<file path="src/rtl/core/hash_list_line_parser_macros.svh">
// Assertion macros for the checksum-list line parser.
// Relies on clk and rst_n being in scope where a macro is used.
`ifndef HASH_LIST_LINE_PARSER_MACROS_SVH
`define HASH_LIST_LINE_PARSER_MACROS_SVH

`ifndef SYNTH

`define HLL_ASSERT(label, prop, msg) \
    label: assert property (@(posedge clk) disable iff (!rst_n) prop) \
        else $error(msg);

`define HLL_ASSERT_NEVER(label, expr, msg) \
    label: assert property (@(posedge clk) disable iff (!rst_n) !(expr)) \
        else $error(msg);

`else

`define HLL_ASSERT(label, prop, msg)

`define HLL_ASSERT_NEVER(label, expr, msg)

`endif

`endif

</file>
<file path="src/rtl/core/hll_pkg.sv">
// Shared types and constants for the checksum-list line parser.
// No dependencies.
`timescale 1ns / 1ps

package hll_pkg;

    localparam int DIGEST_BYTES_DEF = 32;
    localparam int DIGEST_INDEX_W   = 5;

    localparam logic [7:0] CH_NEWLINE   = 8'h0A;
    localparam logic [7:0] CH_SPACE     = 8'h20;
    localparam logic [7:0] CH_SLASH     = 8'h2F;
    localparam logic [7:0] CH_BACKSLASH = 8'h5C;

    typedef enum logic [3:0] {
        PH_DIGEST = 4'b0001,
        PH_SPACES = 4'b0010,
        PH_NAME   = 4'b0100,
        PH_REST   = 4'b1000
    } phase_t;

    typedef enum logic [2:0] {
        KIND_DIGEST = 3'd0,
        KIND_NAME   = 3'd1,
        KIND_OK     = 3'd2,
        KIND_ERROR  = 3'd3,
        KIND_END    = 3'd4
    } kind_t;

    typedef struct packed {
        phase_t     phase;
        logic       second_nibble;
        logic [3:0] high_nibble;
    } parse_state_t;

    typedef struct packed {
        logic                      emit;
        kind_t                     kind;
        logic [7:0]                value;
        logic [DIGEST_INDEX_W-1:0] digest_index;
    } result_t;

endpackage

</file>
<file path="src/rtl/core/hll_decoder.sv">
// Per-word parse step: current state and one byte in, next state and result out.
// Depends on hll_pkg.
`timescale 1ns / 1ps

module hll_decoder
    import hll_pkg::*;
#(
    parameter int  DIGEST_BYTES = DIGEST_BYTES_DEF,
    localparam int POS_W        = $clog2(DIGEST_BYTES)
)
(
    input  logic [7:0]       data_byte,
    input  logic             end_of_input,
    input  parse_state_t     state_cur,
    input  logic [POS_W-1:0] pos_cur,
    output parse_state_t     state_nxt,
    output logic [POS_W-1:0] pos_nxt,
    output result_t          result
);

    typedef struct packed {
        logic       ok;
        logic [3:0] nib;
    } hex_t;

    localparam logic [POS_W-1:0] POS_LAST = POS_W'(DIGEST_BYTES - 1);

    function automatic hex_t hex_decode(input logic [7:0] c);
        hex_t       h;
        logic [7:0] d;
        h = '0;
        d = '0;
        if (c inside {[8'h30:8'h39]})
        begin
            d = c - 8'h30;
            h = '{ok: 1'b1, nib: d[3:0]};
        end
        else if (c inside {[8'h61:8'h66]})
        begin
            d = c - 8'h57;
            h = '{ok: 1'b1, nib: d[3:0]};
        end
        else if (c inside {[8'h41:8'h46]})
        begin
            d = c - 8'h37;
            h = '{ok: 1'b1, nib: d[3:0]};
        end
        return h;
    endfunction

    hex_t                            hexd;
    logic [7:0]                      name_char;
    logic [DIGEST_INDEX_W+POS_W-1:0] pos_ext;

    assign hexd      = hex_decode(data_byte);
    assign name_char = (data_byte == CH_SLASH) ? CH_BACKSLASH : data_byte;
    assign pos_ext   = {{DIGEST_INDEX_W{1'b0}}, pos_cur};

    localparam parse_state_t LINE_START = '{
        phase: PH_DIGEST, second_nibble: 1'b0, high_nibble: 4'h0};

    always_comb
    begin
        state_nxt = state_cur;
        pos_nxt   = pos_cur;
        result    = '{emit: 1'b0, kind: KIND_DIGEST, value: 8'h00,
                      digest_index: '0};

        if (end_of_input)
        begin
            state_nxt   = LINE_START;
            pos_nxt     = '0;
            result.emit = 1'b1;
            result.kind = KIND_END;
        end
        else
        begin
            case (state_cur.phase)
                PH_DIGEST:
                begin
                    if (!hexd.ok)
                    begin
                        state_nxt   = LINE_START;
                        pos_nxt     = '0;
                        result.emit = 1'b1;
                        result.kind = KIND_ERROR;
                    end
                    else if (!state_cur.second_nibble)
                    begin
                        state_nxt.high_nibble   = hexd.nib;
                        state_nxt.second_nibble = 1'b1;
                    end
                    else
                    begin
                        state_nxt.second_nibble = 1'b0;
                        if (pos_cur == POS_LAST)
                        begin
                            pos_nxt         = '0;
                            state_nxt.phase = PH_SPACES;
                        end
                        else
                        begin
                            pos_nxt = pos_cur + POS_W'(1);
                        end
                        result.emit         = 1'b1;
                        result.kind         = KIND_DIGEST;
                        result.value        = {state_cur.high_nibble, hexd.nib};
                        result.digest_index = pos_ext[DIGEST_INDEX_W-1:0];
                    end
                end
                PH_SPACES:
                begin
                    if (data_byte == CH_NEWLINE)
                    begin
                        state_nxt   = LINE_START;
                        pos_nxt     = '0;
                        result.emit = 1'b1;
                        result.kind = KIND_ERROR;
                    end
                    else if (data_byte != CH_SPACE)
                    begin
                        state_nxt.phase = PH_NAME;
                        result.emit     = 1'b1;
                        result.kind     = KIND_NAME;
                        result.value    = name_char;
                    end
                end
                PH_NAME:
                begin
                    if (data_byte == CH_NEWLINE)
                    begin
                        state_nxt   = LINE_START;
                        pos_nxt     = '0;
                        result.emit = 1'b1;
                        result.kind = KIND_OK;
                    end
                    else if (data_byte == CH_SPACE)
                    begin
                        state_nxt.phase = PH_REST;
                    end
                    else
                    begin
                        result.emit  = 1'b1;
                        result.kind  = KIND_NAME;
                        result.value = name_char;
                    end
                end
                PH_REST:
                begin
                    if (data_byte == CH_NEWLINE)
                    begin
                        state_nxt   = LINE_START;
                        pos_nxt     = '0;
                        result.emit = 1'b1;
                        result.kind = KIND_OK;
                    end
                end
                default:
                begin
                    state_nxt = LINE_START;
                    pos_nxt   = '0;
                end
            endcase
        end
    end

endmodule

</file>
<file path="src/rtl/core/hash_list_line_parser.sv">
// Checksum-list line parser: one byte per word in, at most one result per word out.
// Each byte is held in the input register and its result in the output register; the
// output register is loaded only while it is empty or its result is being taken.
// Throughput: one byte per cycle; a byte waits in the input register only while the
// output register holds a result not yet taken.
// Reset (rst_n low, asynchronous): both registers empty, parser at the start of a line.
// Depends on hll_pkg, hll_decoder and hash_list_line_parser_macros.svh.
`timescale 1ns / 1ps
`include "hash_list_line_parser_macros.svh"

module hash_list_line_parser
    import hll_pkg::*;
#(
    parameter int  DIGEST_BYTES = DIGEST_BYTES_DEF,
    localparam int POS_W        = $clog2(DIGEST_BYTES)
)
(
    input  logic                      clk,
    input  logic                      rst_n,
    input  logic                      in_valid,
    output logic                      in_ready,
    input  logic [7:0]                data_byte,
    input  logic                      end_of_input,
    output logic                      out_valid,
    input  logic                      out_ready,
    output logic [2:0]                kind,
    output logic [7:0]                value,
    output logic [DIGEST_INDEX_W-1:0] digest_index
);

    logic                      in_valid_reg, in_valid_next;
    logic [7:0]                data_reg;
    logic                      eof_reg;

    parse_state_t              state_reg, state_next;
    logic [POS_W-1:0]          pos_reg, pos_next;

    logic                      out_valid_reg, out_valid_next;
    kind_t                     kind_reg;
    logic [7:0]                value_reg;
    logic [DIGEST_INDEX_W-1:0] index_reg;

    result_t                   result;
    logic                      advance;
    logic                      in_take;

    hll_decoder #(
        .DIGEST_BYTES (DIGEST_BYTES)
    ) u_decoder (
        .data_byte    (data_reg),
        .end_of_input (eof_reg),
        .state_cur    (state_reg),
        .pos_cur      (pos_reg),
        .state_nxt    (state_next),
        .pos_nxt      (pos_next),
        .result       (result)
    );

    assign advance        = in_valid_reg && (!out_valid_reg || out_ready);
    assign in_ready       = !in_valid_reg || advance;
    assign in_take        = in_valid && in_ready;
    assign in_valid_next  = in_take || (in_valid_reg && !advance);
    assign out_valid_next = (advance && result.emit) || (out_valid_reg && !out_ready);

    always_ff @(posedge clk or negedge rst_n)
    begin
        if (!rst_n)
        begin
            in_valid_reg  <= 1'b0;
            out_valid_reg <= 1'b0;
            state_reg     <= '{phase: PH_DIGEST, second_nibble: 1'b0, high_nibble: 4'h0};
            pos_reg       <= '0;
        end
        else
        begin
            in_valid_reg  <= in_valid_next;
            out_valid_reg <= out_valid_next;
            if (advance)
            begin
                state_reg <= state_next;
                pos_reg   <= pos_next;
            end
        end
    end

    always_ff @(posedge clk)
    begin
        if (in_take)
        begin
            data_reg <= data_byte;
            eof_reg  <= end_of_input;
        end
        if (advance && result.emit)
        begin
            kind_reg  <= result.kind;
            value_reg <= result.value;
            index_reg <= result.digest_index;
        end
    end

    assign out_valid    = out_valid_reg;
    assign kind         = kind_reg;
    assign value        = value_reg;
    assign digest_index = index_reg;

    // held word must not be dropped while the result side stalls
    `HLL_ASSERT(a_in_held, (in_valid_reg && !advance |=> in_valid_reg), "input word lost")

    `HLL_ASSERT(a_eof_restart, (advance && eof_reg |=> state_reg.phase == PH_DIGEST && pos_reg == '0 && !state_reg.second_nibble), "end of input did not restart the line")

    `HLL_ASSERT_NEVER(a_nibble_phase, (state_reg.second_nibble && state_reg.phase != PH_DIGEST), "half digest byte outside digest phase")

    `HLL_ASSERT(a_index_zero, (out_valid_reg && kind_reg != KIND_DIGEST |-> index_reg == '0), "digest index set on non-digest result")

    `HLL_ASSERT(a_value_zero, (out_valid_reg && (kind_reg == KIND_OK || kind_reg == KIND_ERROR || kind_reg == KIND_END) |-> value_reg == 8'h00), "value set on status result")

endmodule

</file>
<file path="config.mk">
export PLATFORM = sky130hd
export DESIGN_NAME = hash_list_line_parser
export DESIGN_NICKNAME = d
export VERILOG_FILES = /design/src/rtl/core/hll_pkg.sv /design/src/rtl/core/hll_decoder.sv /design/src/rtl/core/hash_list_line_parser.sv
export VERILOG_INCLUDE_DIRS = /design/src /design/src/rtl/core
export SDC_FILE = /design/constraint.sdc
export NUM_CORES = 1
export LEC_CHECK = 0
export ABC_AREA = 0
export ABC_CLOCK_PERIOD_IN_PS = 3950
export BUFFER_PORTS_ARGS = -buffer_cell sky130_fd_sc_hd__clkbuf_2
export CAP_MARGIN = 20
export CORE_MARGIN = 2
export CORE_UTILIZATION = 45
export CTS_CLUSTER_SIZE = 40
export DETAILED_ROUTE_END_ITERATION = 8
export PLACE_DENSITY = 0.7
export SYNTH_ARGS = -nofsm -noshare
export SYNTH_HDL_FRONTEND = slang
export SYNTH_SLANG_ARGS = --single-unit
</file>
<file path="constraint.sdc">
create_clock -name clk -period 3.95 [get_ports clk]
set_input_delay 0.1975 -clock clk [delete_from_list [all_inputs] [get_ports clk]]
set_output_delay 0.1975 -clock clk [all_outputs]
set_load 0.005 [all_outputs]
</file>
==> results of run 1 <==
-- metal layers --
metal	vias up	global-route usage
met5	-	0
met4	0	0.0694
met3	6	0.0447
met2	59	0.263
met1	793	0.269
li1	844	-
-- power groups by stage --
stage | logic, mW | registers (mW) | clock network, mW
floorplan | 0.113 | 0.540 | 0
global placement | 0.156 | 0.556 | 0
detailed placement | 0.157 | 0.556 | 0
CTS | 0.159 | 0.547 | 0.306
global route | 0.180 | 0.556 | 0.324
finish | 0.158 | 0.548 | 0.295
-- critical path, cell delays in order (launching register included) --
cell	delay, ns
edfxtp_1	0.50
inv_1	0.14
ha_1	0.25
nor3b_1	0.15
nor4bb_1	0.33
a21oi_2	0.19
nor2_1	0.68
nand2_1	0.22
o41ai_1	0.37
-- logic make-up (layout without fill, tap and decap cells) --
| group | Yosys count | after routing | share of synthesized area |
|---|---|---|---|
| buffers and inverters | 20 | 52 | 0.0528 |
| multiplexers | 4 | 4 | 0.0191 |
| XOR/XNOR | 2 | 2 | 0.00786 |
| AND/OR/NAND/NOR | 77 | 77 | 0.194 |
| adder cells (fa/ha/maj) | 6 | 6 | 0.0337 |
| flip-flops | 41 | 41 | 0.517 |
| AO/OA/AOI/OAI | 56 | 56 | 0.175 |
-- Yosys cell counts, types with 3 or more instances --
cell type / number
edfxtp_1: 25
nand2_1: 17
nor2_1: 16
a21oi_1: 15
dfrtp_1: 15
inv_1: 11
nand3_1: 8
nor3_1: 7
ha_1: 6
and2_1: 5
o211ai_1: 5
o41ai_1: 5
o21ai_0: 4
a31oi_1: 3
a32o_1: 3
buf_6: 3
nand2b_1: 3
-- layout make-up --
class,instances,share of cell area
repair buffers,33,0.0695
inverters,11,0.0164
multi-input cells,145,0.383
well taps,67,0.0333
clock buffers,7,0.0382
flip-flops and latches,41,0.457
clock inverters,1,0.00199
-- metrics by stage --
stage	power, mW	util	hold WS, ns	instance area, um2	setup WS [ns]
floorplan	0.653	-	-0.0981	2230	1.11
global placement	0.712	0.507	0.155	2410	1.16
detailed placement	0.713	0.507	0.150	2410	1.08
CTS	1.01	0.530	0.0703	2520	1.05
global route	1.06	0.530	0.0608	2520	0.714
finish	1.00	0.530	0.0759	2520	1.01
-- path summary, 6_finish.rpt --
check	start	to	slack, ns	depth (start not counted)
worst min register to register	state_reg[1]	state_reg[1]	0.50	1
max in group asynchronous	rst_n	state_reg[5]	3.28	2
worst max-delay path	data_reg[0]	state_reg[2]	1.01	8
worst min-delay path	data_byte[5]	data_reg[5]	0.08	1
min in group asynchronous	rst_n	in_valid_reg	0.36	2
worst max register to register	data_reg[0]	state_reg[2]	1.01	8
-- cell usage in the layout (no fill, tap or decap), types with 3 or more instances in the layout --
cell type  instances
clkbuf_8           7
o21ai_0            4
a21oi_1           15
edfxtp_1          25
nand3_1            8
nand2_1           17
nor3_1             7
a31oi_1            3
clkbuf_2          30
nand2b_1           3
ha_1               6
nor2_1            16
o41ai_1            5
inv_1             11
a32o_1             3
o211ai_1           5
dfrtp_1           15
and2_1             5
==> metrics.md, run 1 <==
| Metric | Value |
|---|---|
| Outcome | `finished, final reports clean` |
| Async SR Flop Fraction | `0.390` |
| Post-Syn Area | `2230 um2` |
| Clock Power Share | `0.295` |
| Arrival time at the worst endpoint | `3.11 ns` |
| Post-route setup TNS | `0 ns` |
| Iter 0 DRT Violations | `177` |
| Cell type with the highest aggregate area in the netlist | `edfxtp_1` |
| # Post-CTS Setup Buffers | `0` |
| Mean number of vias per cell | `5.58` |
| Die H | `74.4 um` |
| GPL Wtd Cong | `0.892` |
| Worst path required time | `4.13 ns` |
| # hold bufs at CTS | `1` |
| Fill count | `465` |
| Post_cts resized | `0` |
| Initial antenna violation count | `0` |
| CTS clock-pin slew for the worst setup and hold paths | `0.07 ns` |
| CTS tree | `yes` |
| Vias in the first global route | `1588` |
| Crit path max fanout | `13` |
| Net switching power | `273 uW` |
| Pint | `728 uW` |
| CTS max path bufs | `2` |
| RSZ-0062 raised after global routing | `false` |
| Logic gate share of total power | `0.158` |
| Via Count | `1702` |
| Avg WL per Cell | `14.5 um` |
| Yosys reg bits | `41` |
| Layout Cells excl Fill | `305` |
| Routed met2 length | `1.95 mm` |
| Max-slew headroom | `0.374` |
| Gr ovfl total | `0` |
| N_diodes | `0` |
| Tmin final | `2.94 ns` |
| Syn Inst Count | `206` |
| Slew @ Worst Pin | `0.940 ns` |
| H-Tree Depth | `2` |
| Final setup viols | `0` |
| Main area contributors after synthesis | `edfxtp_1, dfrtp_1, a21oi_1` |
| Final worst-path cycle share | `0.743` |
| Max FFs per register | `9` |
| Ys Warns | `0` |
| Final Max Tran Viols | `0` |
| GRT Util Overall | `0.183` |
| Max Clk Rate | `341 MHz` |
| Total die area | `5530 um2` |
| Die X | `74.4 um` |
| Total CTS buffers | `5` |
| Placed wire-length estimate | `3.27 mm` |
| Reg area | `1150 um2` |
| WS Path Type | `flip-flop to flip-flop` |
| Syn Area/Cell | `10.8 um2` |
| Routed wl met3 | `253 um` |
| Fin Clk Skew | `0.00339 ns` |
| Pwr dens | `397 nW/um2` |
| Setup crit end kind | `flip-flop` |
| IO buf count | `30` |
| VDD IR max | `0.000216 V` |
| Initial core utilization | `0.469` |
| Seq pwr share | `0.547` |
| HP Class | `primary input to flip-flop` |
| Core area | `4750 um2` |
| Max-Cap Viols | `0` |
| Pre-antenna DRT Iters | `4` |
| Fin. Hold Viols | `0` |
| Global-route wire length before repair | `7.67 mm` |
| Area of the multi-input gates | `966 um2` |
| Pin count of the biggest net entering global routing | `18` |
| Lkg Pwr | `0.979 nW` |
| Synth-to-layout area growth | `13.1%` |
| CTS Sinks | `41` |
| Sequential-to-total area share from yosys stat | `0.517` |
| Placed insts | `296` |
| Post-Route WL | `4.42 mm` |
| Met1 WL | `2.15 mm` |
| DRT antenna net count | `0` |
| Syn Nets | `225` |
| Ports | `31` |
| Top layer in use | `met4` |
| Switching share of power | `0.273` |
| Detailed-route DRC error count | `0` |
| Core Rows | `25` |
| Share of cells above drive strength 1 | `0.218` |
| Worst setup SP type | `flip-flop` |
| Share of the synthesized area in the top cell type | `0.337` |
| Final #Nets | `256` |
| Latest clock arrival within the worst-skew pair | `0.29 ns` |
| Synth unique cells | `54` |
| Number of synthesized flops with an enable pin | `25` |
| CTS root buf | `clkbuf_8` |
| Ys flop type | `edfxtp_1` |
Power figures use the tool's default switching activity.
==> run 2, diff against run 1 <==
Settings changed: ABC_CLOCK_PERIOD_IN_PS 3950 to 3050.
Clock period 3.95 ns to 3.05 ns, I/O delays scaled along.
==> metrics.md, run 2 (same netlist as run 1, synthesis figures left out) <==
| Metric | Value |
|---|---|
| Outcome | `finished, final reports clean (unchanged)` |
| Synth-to-layout area growth | `14.3% (was 13.1%)` |
| CTS clock-pin slew for the worst setup and hold paths | `0.08 ns (was 0.07 ns)` |
| Iter 0 DRT Violations | `192 (was 177)` |
| Arrival time at the worst endpoint | `2.86 ns (was 3.11 ns)` |
| Fin Clk Skew | `0.00320 ns (was 0.00339 ns)` |
| Clock Power Share | `0.290 (was 0.295)` |
| Final #Nets | `261 (was 256)` |
| Post-Route WL | `4.58 mm (was 4.42 mm)` |
| Final Max Tran Viols | `0 (unchanged)` |
| Most common cell after layout, fill and taps aside | `clkbuf_2 (unchanged)` |
| Critical path's slowest cell | `edfxtp_1 (was nor2_1)` |
| Worst path required time | `3.24 ns (was 4.13 ns)` |
| Placed Area | `2440 um2 (was 2410 um2)` |
| Crit path max-delay family | `simple AND/OR/NAND/NOR gates (unchanged)` |
| Fin util | `0.536 (was 0.530)` |
| N_diodes | `0 (unchanged)` |
| IO buf count | `30 (unchanged)` |
| Die H | `74.4 um (unchanged)` |
| WS Path Type | `flip-flop to flip-flop (unchanged)` |
| Pint | `928 uW (was 728 uW)` |
| GPL Wtd Cong | `0.866 (was 0.892)` |
| Commonest non-fill, non-tap cells in the layout | `clkbuf_2, edfxtp_1, nand2_1 (unchanged)` |
| Total die area | `5530 um2 (unchanged)` |
| CTS tree | `yes (unchanged)` |
| Slew @ Worst Pin | `0.618 ns (was 0.940 ns)` |
| Tmin final | `2.67 ns (was 2.94 ns)` |
| Final worst-path cycle share | `0.876 (was 0.743)` |
| Worst setup SP type | `flip-flop (unchanged)` |
| Total CTS buffers | `5 (unchanged)` |
| Max FFs per register | `9 (unchanged)` |
| Detailed-route DRC error count | `0 (unchanged)` |
| VDD IR max | `0.000292 V (was 0.000216 V)` |
| Switching share of power | `0.287 (was 0.273)` |
| Ports | `31 (unchanged)` |
| H-Tree Depth | `2 (unchanged)` |
| HP Class | `primary input to flip-flop (unchanged)` |
| Share of cells above drive strength 1 | `0.230 (was 0.218)` |
| Pre-antenna DRT Iters | `5 (was 4)` |
| Placed wire-length estimate | `3.39 mm (was 3.27 mm)` |
| Seq pwr share | `0.544 (was 0.547)` |
| CP max stage delay | `0.49 ns (was 0.68 ns)` |
| Worst-path cell chain | `inv_1 > ha_1 > nor3b_1 > nor4bb_1 > a21oi_2 > nor2_1 > nand2_1 > o41ai_1 (unchanged)` |
| Vias in the first global route | `1594 (was 1588)` |
| Post_cts resized | `0 (unchanged)` |
| CTS root buf | `clkbuf_8 (unchanged)` |
| Setup WS pre-CTS | `0.250 ns (was 1.08 ns)` |
| RSZ-0062 raised after global routing | `false (unchanged)` |
| Post-Layout Inst Area | `2550 um2 (was 2520 um2)` |
| Max Clk Rate | `374 MHz (was 341 MHz)` |
| Crit path max fanout | `9 (was 13)` |
| Core Rows | `25 (unchanged)` |
| Post-route setup TNS | `0 ns (unchanged)` |
| Max-slew headroom | `0.585 (was 0.374)` |
| Net switching power | `374 uW (was 273 uW)` |
| Pin count of the biggest net entering global routing | `18 (unchanged)` |
| Max-Cap Viols | `0 (unchanged)` |
| CTS Sinks | `41 (unchanged)` |
| Avg WL per Cell | `14.8 um (was 14.5 um)` |
| Gr ovfl total | `0 (unchanged)` |
| Die X | `74.4 um (unchanged)` |
| Total power | `1.30 mW (was 1.00 mW)` |
| Core area | `4750 um2 (unchanged)` |
| Via Count | `1754 (was 1702)` |
| Initial antenna violation count | `0 (unchanged)` |
| Lkg Pwr | `0.993 nW (was 0.979 nW)` |
| Latest clock arrival within the worst-skew pair | `0.30 ns (was 0.29 ns)` |
| Final setup viols | `0 (unchanged)` |
| Pwr dens | `511 nW/um2 (was 397 nW/um2)` |
| GRT Util Overall | `0.187 (was 0.183)` |
| DRT antenna net count | `0 (unchanged)` |
| CTS max path bufs | `2 (unchanged)` |
| Hold path start | `data_byte[4] (was data_byte[5])` |
| Fin. Hold Viols | `0 (unchanged)` |
| Logic gate share of total power | `0.166 (was 0.158)` |
| Post-route setup slack | `0.378 ns (was 1.01 ns)` |
| Global-route wire length before repair | `7.72 mm (was 7.67 mm)` |
| Buffers & Inverters on Critical Path | `1 (unchanged)` |
| Worst r2r src | `data_reg[0] (unchanged)` |
| Setup crit end kind | `flip-flop (unchanged)` |
| Mean number of vias per cell | `5.66 (was 5.58)` |
| Critical Path Source | `data_reg[0] (unchanged)` |
| Initial core utilization | `0.469 (unchanged)` |
## run 2: area by class of cell
cell class                      instances  area [um2]
Clock buffer                            7        86.3
Clock inverter                          1        7.51
Fill cell                             434        2210
Inverter                               11        41.3
Multi-Input combinational cell        145         966
Sequential cell                        41        1150
Tap cell                               67        83.8
Timing Repair Buffer                   38         210
## run 2: what timing repair did
item	CTS	global route
endpoints found under the hold margin	15	0
hold buffers	1	0
buffers inserted	0	0
## run 2: power groups by stage
stage	clock network (mW)	registers [mW]	logic, mW
2_1_floorplan	0	0.699	0.147
3_3_place_gp	0	0.719	0.212
3_5_place_dp	0	0.719	0.212
4_1_cts	0.385	0.708	0.214
5_1_grt	0.412	0.718	0.241
6_report	0.377	0.708	0.216
## run 2: per-layer routing
metal	global-route usage	vias to the layer above	wire [um]	part of all wire
met1	0.277	806	2180	0.48
met5	0	-	0	0
li1	-	856	-	-
met2	0.267	82	2020	0.44
met4	0.0734	0	72	0.016
met3	0.0393	10	308	0.067
## run 2: final timing paths
check | to | slack [ns] | cells past startpoint
setup / recovery | state_reg[0] | 0.38 | 8
hold / removal | data_reg[4] | 0.03 | 1
max in group asynchronous | state_reg[5] | 2.41 | 2
setup reg to reg | state_reg[0] | 0.38 | 8
min in group asynchronous | in_valid_reg | 0.32 | 2
hold reg to reg | state_reg[2] | 0.49 | 2
## run 2: per-stage QoR
stage,hold WS [ns],std cells
after floorplan,-0.143,206
after global placement,0.112,300
after detailed placement,0.115,300
after CTS,0.0216,309
after global routing,0.0127,310
final,0.0269,310
==> run 3, diff against run 2 <==
--- a/config.mk
+++ b/config.mk
@@ -12,7 +12,8 @@
 export CAP_MARGIN = 20
-export CORE_MARGIN = 2
-export CORE_UTILIZATION = 45
+export CELL_PAD_IN_SITES_DETAIL_PLACEMENT = 1
+export CELL_PAD_IN_SITES_GLOBAL_PLACEMENT = 2
+export CORE_UTILIZATION = 37
 export CTS_CLUSTER_SIZE = 40
 export DETAILED_ROUTE_END_ITERATION = 8
-export PLACE_DENSITY = 0.7
+export PLACE_DENSITY = 0.84
 export SYNTH_ARGS = -nofsm -noshare
--- a/constraint.sdc
+++ b/constraint.sdc
@@ -3,2 +3,2 @@
 set_output_delay 0.1525 -clock clk [all_outputs]
-set_load 0.005 [all_outputs]
+set_load 0.02 [all_outputs]
==> metrics.md, run 3 (same netlist as run 1, synthesis figures left out) <==
| Metric | Value |
|---|---|
| CTS root buf | `clkbuf_8 (unchanged)` |
| Post_cts resized | `0 (unchanged)` |
| Final setup viols | `0 (unchanged)` |
| CTS clock-pin slew for the worst setup and hold paths | `0.08 ns (about the same)` |
| CTS Sinks | `41 (unchanged)` |
| Reg-to-Reg End | `pos_reg[2] (was state_reg[0])` |
| GPL Wtd Cong | `0.804 (was 0.866)` |
| CTS tree | `yes (unchanged)` |
| Slew @ Worst Pin | `1.04 ns (was 0.618 ns)` |
| RSZ-0062 raised after global routing | `false (unchanged)` |
| Gr ovfl total | `0 (unchanged)` |
| Core Rows | `27 (was 25)` |
| Pin count of the biggest net entering global routing | `17 (was 18)` |
| Via Count | `1734 (was 1754)` |
| Hold EP | `data_reg[3] (was data_reg[4])` |
| Placed Area | `2470 um2 (was 2440 um2)` |
| DRT antenna net count | `0 (unchanged)` |
| Setup crit end kind | `flip-flop (unchanged)` |
| Mean number of vias per cell | `5.47 (was 5.66)` |
| CTS max path bufs | `2 (unchanged)` |
| Latest clock arrival within the worst-skew pair | `0.30 ns (about the same)` |
| Die X | `79.6 um (was 74.4 um)` |
| Worst r2r src | `data_reg[0] (unchanged)` |
| Global-route wire length before repair | `8.56 mm (was 7.72 mm)` |
| Max-slew headroom | `0.296 (was 0.585)` |
| Hold path depth | `1 (unchanged)` |
| Post-Layout Inst Area | `2570 um2 (was 2550 um2)` |
| Share of cells above drive strength 1 | `0.241 (was 0.230)` |
| Critical path's slowest cell | `o41ai_1 (was edfxtp_1)` |
| Initial core utilization | `0.395 (was 0.469)` |
| Fin. Hold Viols | `0 (unchanged)` |
| Synth-to-layout area growth | `15.5% (was 14.3%)` |
| Ports | `31 (unchanged)` |
| Final worst-path cycle share | `0.849 (was 0.876)` |
| Pre-antenna DRT Iters | `4 (was 5)` |
| GRT Util Overall | `0.181 (was 0.187)` |
| Die H | `79.6 um (was 74.4 um)` |
| Post-Route WL | `5.36 mm (was 4.58 mm)` |
| Max Clk Rate | `386 MHz (was 374 MHz)` |
| HP Class | `primary input to flip-flop (unchanged)` |
| Fill count | `644 (was 434)` |
| Final #Nets | `263 (was 261)` |
| Crit path max-delay family | `compound AO/OA/AOI/OAI gates (was simple AND/OR/NAND/NOR gates)` |
| Outcome | `finished, final reports clean (unchanged)` |
| # Post-CTS Setup Buffers | `0 (unchanged)` |
| H-Tree Depth | `2 (unchanged)` |
| Lkg Pwr | `1.01 nW (was 0.993 nW)` |
| Avg WL per Cell | `16.9 um (was 14.8 um)` |
| Total CTS buffers | `5 (unchanged)` |
| WS Path Type | `flip-flop to flip-flop (unchanged)` |
| Most common cell after layout, fill and taps aside | `clkbuf_2 (unchanged)` |
| IO buf count | `30 (unchanged)` |
| Crit path max fanout | `7 (was 9)` |
| N_diodes | `0 (unchanged)` |
| Tmin final | `2.59 ns (was 2.67 ns)` |
| Area of the multi-input gates | `966 um2 (unchanged)` |
| CP max stage delay | `0.85 ns (was 0.49 ns)` |
| Worst-case reg-to-reg path depth | `8 (unchanged)` |
| Vias in the first global route | `1705 (was 1594)` |
| Max FFs per register | `9 (unchanged)` |
| Worst-path cell chain | `inv_1 > ha_1 > nor3b_1 > nor4bb_1 > a21oi_2 > o41ai_1 > nand4b_1 > o22ai_1 (was inv_1 > ha_1 > nor3b_1 > nor4bb_1 > a21oi_2 > nor2_1 > nand2_1 > o41ai_1)` |
| Iter 0 DRT Violations | `42 (was 192)` |
| Reg area | `1150 um2 (unchanged)` |
| Core area | `5640 um2 (was 4750 um2)` |
| Detailed-route DRC error count | `0 (unchanged)` |
| Final Max Tran Viols | `0 (unchanged)` |
| Pwr dens | `530 nW/um2 (was 511 nW/um2)` |
| Placed wire-length estimate | `4.08 mm (was 3.39 mm)` |
| Fin Clk Skew | `0.00478 ns (was 0.00320 ns)` |
| Arrival time at the worst endpoint | `2.77 ns (was 2.86 ns)` |
| Max-Cap Viols | `0 (unchanged)` |
| Hold path start | `data_byte[3] (was data_byte[4])` |
| Buffers & Inverters on Critical Path | `1 (unchanged)` |
| Worst path required time | `3.23 ns (was 3.24 ns)` |
| Commonest non-fill, non-tap cells in the layout | `clkbuf_2, edfxtp_1, nand2_1 (unchanged)` |
| Reg2Reg Setup Slack | `0.46 ns (was 0.38 ns)` |
| VDD IR max | `0.000265 V (was 0.000292 V)` |
| Total die area | `6340 um2 (was 5530 um2)` |
| Post-route setup TNS | `0 ns (unchanged)` |
| Initial antenna violation count | `0 (unchanged)` |
| Worst setup SP type | `flip-flop (unchanged)` |
[run 3: cell count changes in the layout (fill, tap and decap cells not counted)]
cell | before | now
buf_4 | 6 | 9
clkbuf_1 | 1 | 0
clkbuf_2 | 31 | 30
clkinv_2 | 0 | 1
clkinv_4 | 0 | 1
clkinvlp_4 | 1 | 0
[run 3: how the worst max path moves through the flow]
stage,cells past startpoint,end,from
after detailed placement,8,pos_reg[2],data_reg[0]
final,8,pos_reg[2],data_reg[0]
after global placement,8,pos_reg[2],data_reg[0]
after floorplan,7,digest_index[0],data_reg[0]
after global routing,8,pos_reg[2],data_reg[0]
after CTS,8,pos_reg[2],data_reg[0]
[run 3: stage by stage]
step	hold slack (ns)	power [mW]	std cells	utilization	setup slack, ns
3_3_place_gp	0.122	0.986	308	0.437	0.524
5_1_grt	0.0192	1.42	317	0.456	0.272
6_report	0.0198	1.36	317	0.456	0.459
4_1_cts	0.0172	1.38	317	0.456	0.446
3_5_place_dp	0.127	0.992	308	0.437	0.439
2_1_floorplan	-0.143	0.889	206	-	0.205
[run 3: final cells by class]
type | instances | area share
Sequential cell | 41 | 0.448
Multi-Input combinational cell | 145 | 0.375
Timing Repair Buffer | 40 | 0.0885
Tap cell | 72 | 0.0350
Clock buffer | 6 | 0.0321
Inverter | 11 | 0.0160
Clock inverter | 2 | 0.00535
[run 3: worst reg2reg max path: cells and delay by family (launching register included)]
family,cells,cell delay [ns]
AO/OA/AOI/OAI,3,1.06
adder cells (fa/ha/maj),1,0.25
buffers and inverters,1,0.09
flip-flops,1,0.35
AND/OR/NAND/NOR,3,0.73
[run 3: timing repair]
action                                 CTS  global route
setup endpoints to repair                0             0
hold buffers                             1             0
endpoints found under the hold margin   15             0
[run 3: power breakdown]
part,leakage (nW),internal (mW),switching [mW]
registers,0.460,0.658,0.0479
logic,0.499,0.0909,0.180
clock network,0.0512,0.184,0.203
total,1.01,0.933,0.430
[run 3: metal layers]
metal  wire length (um)  GRT usage  share of wire
met1               2490      0.229           0.46
met2               2630      0.309           0.49
met3                167     0.0309          0.031
met4                 77     0.0655          0.014
met5                  0          0              0
